$ cat config.mk
export PLATFORM = sky130hd
export DESIGN_NAME = write_completion_gate_unit
export DESIGN_NICKNAME = d
export VERILOG_FILES = /design/src/rtl/wcg_pkg.sv /design/src/rtl/wcg_core.sv /design/src/rtl/write_completion_gate_unit.sv
export SDC_FILE = /design/constraint.sdc
export NUM_CORES = 1
export LEC_CHECK = 0
export ABC_AREA = 1
export BUFFER_PORTS_ARGS = -buffer_cell sky130_fd_sc_hd__buf_2
export CORE_ASPECT_RATIO = 1.5
export CORE_MARGIN = 1
export CORE_UTILIZATION = 45
export CTS_CLUSTER_DIAMETER = 60
export DETAILED_ROUTE_END_ITERATION = 6
export PLACE_DENSITY = 0.72
export SYNTH_ARGS = -nofsm -noshare
export SYNTH_HDL_FRONTEND = slang
export SYNTH_SLANG_ARGS = --single-unit
$ cat constraint.sdc
create_clock -name clk_i -period 5.6 [get_ports clk_i]
set_clock_uncertainty 0.15 [all_clocks]
set_input_delay 0.28 -clock clk_i [delete_from_list [all_inputs] [get_ports clk_i]]
set_output_delay 0.28 -clock clk_i [all_outputs]
set_load 0.01 [all_outputs]
$ cat src/rtl/wcg_pkg.sv
`timescale 1ns / 1ps

package wcg_pkg;

  // Width of the queue, container and size fields
  localparam int unsigned QueueW     = 24;
  localparam int unsigned ContainerW = 16;
  localparam int unsigned SizeW      = 32;
  localparam int unsigned PendingW   = 32;

  // Gate phases; unused codes behave as idle
  typedef enum logic [2:0] {
    PhIdle     = 3'd0,
    PhWaitB    = 3'd1,
    PhReady    = 3'd2,
    PhMemWait  = 3'd3,
    PhMemBWait = 3'd4
  } phase_e;

  // One input request: B beat, done offer and transfer offer of one gate step
  typedef struct packed {
    logic                  b_valid;
    logic                  done_valid;
    logic                  expect_done;
    logic                  send_done;
    logic                  mem_valid;
    logic [QueueW-1:0]     queue_id;
    logic [ContainerW-1:0] container_id;
    logic [SizeW-1:0]      transfer_size;
    logic                  needs_send;
    logic                  last_flag;
    logic                  skippable;
  } in_req_t;

  // One result: accept flags and the forwarded transfer
  typedef struct packed {
    logic                  done_accepted;
    logic                  mem_accepted;
    logic                  fwd_valid;
    logic [QueueW-1:0]     fwd_queue;
    logic [ContainerW-1:0] fwd_container;
    logic [SizeW-1:0]      fwd_size;
    logic                  fwd_last;
  } out_rsp_t;

  // Decisions taken in one step, passed from the decide to the output logic
  typedef struct packed {
    logic done_acc;
    logic mem_acc;
    logic emit_in;
    logic emit_held;
  } step_ctl_t;

endpackage

$ cat src/rtl/wcg_core.sv
`timescale 1ns / 1ps

module wcg_core #(
  parameter int unsigned CONTAINER_WIDTH = 16
) (
  input  logic              clk_i,
  input  logic              rst_ni,
  input  logic              step_i,
  input  wcg_pkg::in_req_t  req_i,
  output wcg_pkg::out_rsp_t rsp_o
);

  // Stored container bits: the forwarded field is never wider than the port
  localparam int unsigned HeldCntW =
    (CONTAINER_WIDTH > wcg_pkg::ContainerW) ? wcg_pkg::ContainerW : CONTAINER_WIDTH;

  wcg_pkg::phase_e                     phase_q, phase_d;
  logic [wcg_pkg::PendingW-1:0]        pending_q, pending_d;
  logic                                perm_q, perm_d;
  logic [wcg_pkg::QueueW-1:0]          held_queue_q;
  logic [HeldCntW-1:0]                 held_container_q;
  logic [wcg_pkg::SizeW-1:0]           held_size_q;
  logic                                held_needs_send_q;
  logic                                held_last_q;

  wcg_pkg::step_ctl_t ctl;
  logic               b_avail;
  logic               dec;
  logic               hold_load;

  assign b_avail = req_i.b_valid || (pending_q != '0);

  // Decide next phase, counter use and what to emit
  always_comb begin
    phase_d   = phase_q;
    perm_d    = perm_q;
    dec       = 1'b0;
    hold_load = 1'b0;
    ctl       = '0;
    unique case (phase_q)
      wcg_pkg::PhWaitB: begin
        if (b_avail) begin
          dec     = 1'b1;
          phase_d = perm_q ? wcg_pkg::PhReady : wcg_pkg::PhIdle;
        end else if (req_i.mem_valid) begin
          ctl.mem_acc = 1'b1;
          hold_load   = 1'b1;
          if (req_i.skippable) begin
            ctl.emit_in = 1'b1;
          end else begin
            phase_d = wcg_pkg::PhMemBWait;
          end
        end
      end
      wcg_pkg::PhReady: begin
        if (req_i.mem_valid) begin
          ctl.mem_acc = 1'b1;
          ctl.emit_in = 1'b1;
          if (!req_i.skippable) begin
            phase_d = wcg_pkg::PhIdle;
          end
        end
      end
      wcg_pkg::PhMemWait: begin
        if (req_i.done_valid) begin
          ctl.done_acc = 1'b1;
          perm_d       = req_i.send_done;
          if (!b_avail && req_i.expect_done) begin
            phase_d = wcg_pkg::PhMemBWait;
          end else begin
            if (req_i.send_done) begin
              ctl.emit_held = 1'b1;
              phase_d       = wcg_pkg::PhIdle;
            end
            dec = req_i.expect_done;
          end
        end
      end
      wcg_pkg::PhMemBWait: begin
        if (b_avail) begin
          dec = 1'b1;
          if (perm_q) begin
            ctl.emit_held = 1'b1;
            phase_d       = wcg_pkg::PhIdle;
          end else begin
            phase_d = wcg_pkg::PhMemWait;
          end
        end
      end
      default: begin
        phase_d = wcg_pkg::PhIdle;
        if (req_i.done_valid) begin
          ctl.done_acc = 1'b1;
          perm_d       = req_i.send_done;
          if (!b_avail && req_i.expect_done) begin
            phase_d = wcg_pkg::PhWaitB;
          end else begin
            phase_d = req_i.send_done ? wcg_pkg::PhReady : wcg_pkg::PhIdle;
            dec     = req_i.expect_done;
          end
        end else if (req_i.mem_valid) begin
          ctl.mem_acc = 1'b1;
          hold_load   = 1'b1;
          if (req_i.skippable) begin
            ctl.emit_in = 1'b1;
          end else begin
            phase_d = wcg_pkg::PhMemWait;
          end
        end
      end
    endcase
  end

  // Count B beats not yet matched by a done, wrapping at the counter width
  always_comb begin
    pending_d = pending_q;
    if (req_i.b_valid && !dec) begin
      pending_d = pending_q + wcg_pkg::PendingW'(1);
    end else if (!req_i.b_valid && dec) begin
      pending_d = pending_q - wcg_pkg::PendingW'(1);
    end
  end

  // Build the result; fields stay zero when nothing is forwarded
  always_comb begin
    rsp_o               = '0;
    rsp_o.done_accepted = ctl.done_acc;
    rsp_o.mem_accepted  = ctl.mem_acc;
    if (ctl.emit_in && req_i.needs_send) begin
      rsp_o.fwd_valid     = 1'b1;
      rsp_o.fwd_queue     = req_i.queue_id;
      rsp_o.fwd_container = wcg_pkg::ContainerW'(req_i.container_id[HeldCntW-1:0]);
      rsp_o.fwd_size      = req_i.transfer_size;
      rsp_o.fwd_last      = req_i.last_flag;
    end else if (ctl.emit_held && held_needs_send_q) begin
      rsp_o.fwd_valid     = 1'b1;
      rsp_o.fwd_queue     = held_queue_q;
      rsp_o.fwd_container = wcg_pkg::ContainerW'(held_container_q);
      rsp_o.fwd_size      = held_size_q;
      rsp_o.fwd_last      = held_last_q;
    end
  end

  // Advance control state once per step
  always_ff @(posedge clk_i or negedge rst_ni) begin
    if (!rst_ni) begin
      phase_q           <= wcg_pkg::PhIdle;
      pending_q         <= '0;
      perm_q            <= 1'b0;
      held_needs_send_q <= 1'b0;
    end else if (step_i) begin
      phase_q   <= phase_d;
      pending_q <= pending_d;
      perm_q    <= perm_d;
      if (hold_load) begin
        held_needs_send_q <= req_i.needs_send;
      end
    end
  end

  // Hold the parked transfer payload
  always_ff @(posedge clk_i) begin
    if (step_i && hold_load) begin
      held_queue_q     <= req_i.queue_id;
      held_container_q <= req_i.container_id[HeldCntW-1:0];
      held_size_q      <= req_i.transfer_size;
      held_last_q      <= req_i.last_flag;
    end
  end

endmodule

$ cat src/rtl/write_completion_gate_unit.sv
`timescale 1ns / 1ps

// Write completion gate. Each request carries the inputs of one gate step: an
// optional B beat, an optional done offer and an optional transfer offer; each
// request produces exactly one result with the accept flags and an optional
// forwarded transfer. A request passes an input register, one step of the gate
// state machine and B counter, and a result register. One request is taken every
// cycle as long as results are taken. When the result register is full and not
// taken, the input register holds its request and ready drops until the result
// moves on.
module write_completion_gate_unit #(
  parameter int unsigned CONTAINER_WIDTH = 16
) (
  input  logic              clk_i,
  input  logic              rst_ni,
  input  logic              in_valid_i,
  output logic              in_ready_o,
  input  wcg_pkg::in_req_t  in_req_i,
  output logic              out_valid_o,
  input  logic              out_ready_i,
  output wcg_pkg::out_rsp_t out_rsp_o
);

  logic              s1_valid_q, s1_valid_d;
  wcg_pkg::in_req_t  s1_req_q;
  logic              out_valid_q, out_valid_d;
  wcg_pkg::out_rsp_t out_rsp_q;
  wcg_pkg::out_rsp_t step_rsp;
  logic              advance;

  // Move the held request into the gate when the result slot frees up
  assign advance    = s1_valid_q && (!out_valid_q || out_ready_i);
  assign in_ready_o = !s1_valid_q || advance;

  wcg_core #(
    .CONTAINER_WIDTH(CONTAINER_WIDTH)
  ) u_core (
    .clk_i (clk_i),
    .rst_ni(rst_ni),
    .step_i(advance),
    .req_i (s1_req_q),
    .rsp_o (step_rsp)
  );

  // Valid bits of the input and result registers
  always_comb begin
    s1_valid_d = s1_valid_q;
    if (in_valid_i && in_ready_o) begin
      s1_valid_d = 1'b1;
    end else if (advance) begin
      s1_valid_d = 1'b0;
    end
    out_valid_d = out_valid_q;
    if (advance) begin
      out_valid_d = 1'b1;
    end else if (out_ready_i) begin
      out_valid_d = 1'b0;
    end
  end

  always_ff @(posedge clk_i or negedge rst_ni) begin
    if (!rst_ni) begin
      s1_valid_q  <= 1'b0;
      out_valid_q <= 1'b0;
    end else begin
      s1_valid_q  <= s1_valid_d;
      out_valid_q <= out_valid_d;
    end
  end

  // Capture request and result payloads
  always_ff @(posedge clk_i) begin
    if (in_valid_i && in_ready_o) begin
      s1_req_q <= in_req_i;
    end
    if (advance) begin
      out_rsp_q <= step_rsp;
    end
  end

  assign out_valid_o = out_valid_q;
  assign out_rsp_o   = out_rsp_q;

endmodule

==> results.md <==
* Pre-CTS setup slack at 1.63 ns
* Arr. time, crit path at 4.31 ns
* Power share of the combinational group at 36.6%
* Total Nets Final at 1538
* Setup Crit Path Kind: reg -> reg
* Most frequent cells in the layout: nand2_1 (340), edfxtp_1 (229), buf_2 (161)
* Overall Global Routing Usage at 21.0%
* Final Setup Violations at 0
* Fillers at 2274
* Initial Utilization at 46.0%
* Synthesis warning total at 0
* Failing checks: DRC
* Sw frac at 37.5%
* CP top delay family: simple AND/OR/NAND/NOR gates
* 1st-pass router iterations at 7
* Slew Limit Fails at 0
* Worst setup margin at 1.57 ns
* Minimum clock period at 4.03 ns
* Top cell by count, worst path: nand2_1
* CTS buffer count at 26
* Syn avg cell area at 10.7 µm²
* Commonest non-fill, non-tap cell in the layout: nand2_1
* CTS H-Tree Depth at 1
* F_max at 0.248 GHz
* Clk buf depth at 3
* Sequential share of the synthesized area at 62.5%
* CP Launch Type: flop
* Sequential power share at 38.2%
* Drt total wl at 30000 µm
* Syn_nets at 1291
* Clk pwr share at 25.2%
* Buf/Inv on CP at 5
* Internal at 4.43 mW
* CTS tree: yes
* Pin count of the biggest net entering global routing at 79
* Post-synthesis register bit count at 268
* Static Leakage at 6.72 nW
* Status: complete, but fails checks
* Number of global-route vias before repair at 9146
* Final hold vios at 0
* Routed WL per cell at 16.9 µm
* Post_cts resized at 0
* Tcrit/Tclk final at 72.0%
* Max-cap violations at 0
* Switching power total at 2.66 mW
* Port bufs at 161
* Max stage delay cell, worst path: inv_1
* Worst rel slew slack at 28.2%
* Via count at 9259
* Die Ht at 207 µm
* DRC at 39
* PwrDens at 462 mW/mm²
* Final HPWL DP at 19400 µm
* Grt ovf at 0
* CP Max Fanout at 17
* Die X at 138 µm
* Worst EP required at 5.88 ns
* RD Place Congestion at 0.939
* Mapped Cells at 1172
* Total core area at 0.0273 mm²
* Hold WC Path Type: in -> async
* First-pass GRT wire length at 46900 µm
* Critical path endpoint category: flop
* Routed Antenna Nets at 0
* Post-synthesis instance area at 0.0126 mm²
* Clk root buf: clkbuf_16
* Max stage delay on crit path at 0.52 ns
* Clk sink count at 268
* Synth unique cells at 35
* Maximum vdd drop at 0.000310 V
* DIE AREA at 0.0286 mm²
* Site row count at 74
* Fin cells at 1783
* Setup TNS at 0 ns
* # IOs at 162
* Initial antenna violation count at 2
* Layout area overhead at 22.3%
* Worst slew pin tran at 1.08 ns
* Reg clk slew, reported paths at 0.07 ns
* Later-pin clock latency in the skew report at 0.53 ns
* Layout cells sized above 1 at 20.5%
* Number of setup buffers added after CTS at 0
* RSZ-0062 raised after global routing: false
* Worst-path cell chain: inv_1 -> nor3_2 -> nor2_1 -> nand2_1 -> nor2_1 -> nand2_1 -> nand2_1 -> nand2_1 -> ha_1 -> inv_1 -> buf_4 -> ha_1 -> nand2_1 -> inv_1 -> nand2_1 -> inv_1 -> a21oi_1 -> nand2_1 -> or2_2 -> nand3_1 -> nand2_1
* Detailed Route Iter0 Violations at 554
* Routed vias/inst at 5.19
* Placed Cells incl. Taps at 1648
-- registers in the layout, indices dropped and copies added, names as in the netlist --
register,flops
s1_req_q,80
out_rsp_o,76
u_core.held_size_q,32
u_core.pending_q,32
u_core.held_queue_q,24
u_core.held_container_q,16
u_core.phase_q,3
out_valid_o,1
s1_valid_q,1
u_core.held_last_q,1
u_core.held_needs_send_q,1
u_core.perm_q,1
-- worst register-to-register path, stage by stage (launching register included) --
cell     delay (ns)
dfrtp_1        0.42
inv_1          0.15
nor3_2         0.08
nor2_1         0.17
nand2_1        0.10
nor2_1         0.17
nand2_1        0.07
nand2_1        0.06
nand2_1        0.05
ha_1           0.25
inv_1          0.52
buf_4          0.37
ha_1           0.31
nand2_1        0.14
inv_1          0.07
nand2_1        0.10
inv_1          0.06
a21oi_1        0.14
nand2_1        0.15
or2_2          0.31
nand3_1        0.07
nand2_1        0.05
-- path summary, 6_finish.rpt --
check	endpoint	from	cells after the start	slack [ns]
max in group asynchronous	u_core.held_needs_send_q$_DFFE_PN0P_	rst_ni	2	4.32
hold reg to reg	u_core.held_queue_q[15]$_DFFE_PP_	s1_req_q[66]$_DFFE_PP_	0	0.30
setup reg to reg	u_core.pending_q[13]$_DFFE_PN0P_	u_core.phase_q[2]$_DFFE_PN0P_	21	1.57
setup / recovery	u_core.pending_q[13]$_DFFE_PN0P_	u_core.phase_q[2]$_DFFE_PN0P_	21	1.57
min in group clk_i	u_core.held_queue_q[15]$_DFFE_PP_	s1_req_q[66]$_DFFE_PP_	0	0.30
hold / removal	u_core.pending_q[6]$_DFFE_PN0P_	rst_ni	2	0.29
-- routing by layer --
layer	GRT usage (%)	part of all wire (%)	routed length, µm	vias up
li1	-	-	-	4483
met1	24.6	39	11600	4389
met2	37.7	51	15400	305
met3	2.75	5.0	1520	82
met4	11.8	5.0	1490	0
met5	0	0	0	-
-- what timing repair did --
item,CTS,global route
endpoints found under the hold margin,121,0
hold buffers,85,0
setup endpoints to repair,0,0
-- layout make-up --
cell class | count | area [µm²] | area share, %
Inverter | 105 | 397 | 2.58
Multi-Input combinational cell | 761 | 4030 | 26.3
Timing Repair Buffer | 257 | 1740 | 11.3
Clock buffer | 39 | 845 | 5.50
Tap cell | 342 | 428 | 2.79
Sequential cell | 268 | 7850 | 51.1
Clock inverter | 9 | 56.3 | 0.367
Antenna cell | 2 | 5.00 | 0.0326
-- power groups by stage --
stage / registers (mW) / logic [mW] / clock network, mW
detailed placement: 2.75 / 2.53 / 0
global placement: 2.74 / 2.50 / 0
global route: 2.74 / 2.91 / 1.91
floorplan: 2.74 / 1.86 / 0
CTS: 2.71 / 2.60 / 1.83
finish: 2.71 / 2.60 / 1.79
-- through the flow --
| step | hold WS (ns) | utilization (%) | power (mW) | cell area (µm²) |
|---|---|---|---|---|
| 4_1_cts | 0.281 | 56.2 | 7.14 | 15400 |
| 5_1_grt | 0.294 | 56.2 | 7.55 | 15400 |
| 3_5_place_dp | 0.286 | 49.8 | 5.28 | 13600 |
| 2_1_floorplan | -0.166 | - | 4.59 | 12600 |
| 6_report | 0.291 | 56.2 | 7.09 | 15400 |
| 3_3_place_gp | 0.278 | 49.8 | 5.24 | 13600 |
-- synthesized netlist by cell type, drive strengths merged --
cell	number	area, µm²
buf	25	248
and2	1	6.26
nor3	9	61.3
nand2	342	1290
inv	105	394
o21ai	26	130
or2	6	37.5
nand3b	7	52.6
nand4	11	68.8
xor2	4	35.0
fa	1	20.0
xnor2	10	87.6
ha	34	425
a21oi	29	145
clkbuf	13	48.8
nand3	199	1300
o21bai	6	45.0
nor4	1	6.26
dfrtp	39	976
edfxtp	229	6880
nor2	75	299
-- logic make-up (layout without fill, tap and decap cells) --
group	count (synthesis)	after routing	share of synthesized area [%]
DFF	268	268	62.5
buffers and inverters	143	410	5.50
xor gates and xnor gates	14	14	0.976
other	0	2	0
AOI/OAI and AO/OA	61	61	2.55
and+or+nand+nor	651	651	24.9
adders and majority gates	35	35	3.55
Note: power is estimated with default switching activity, not from simulation.
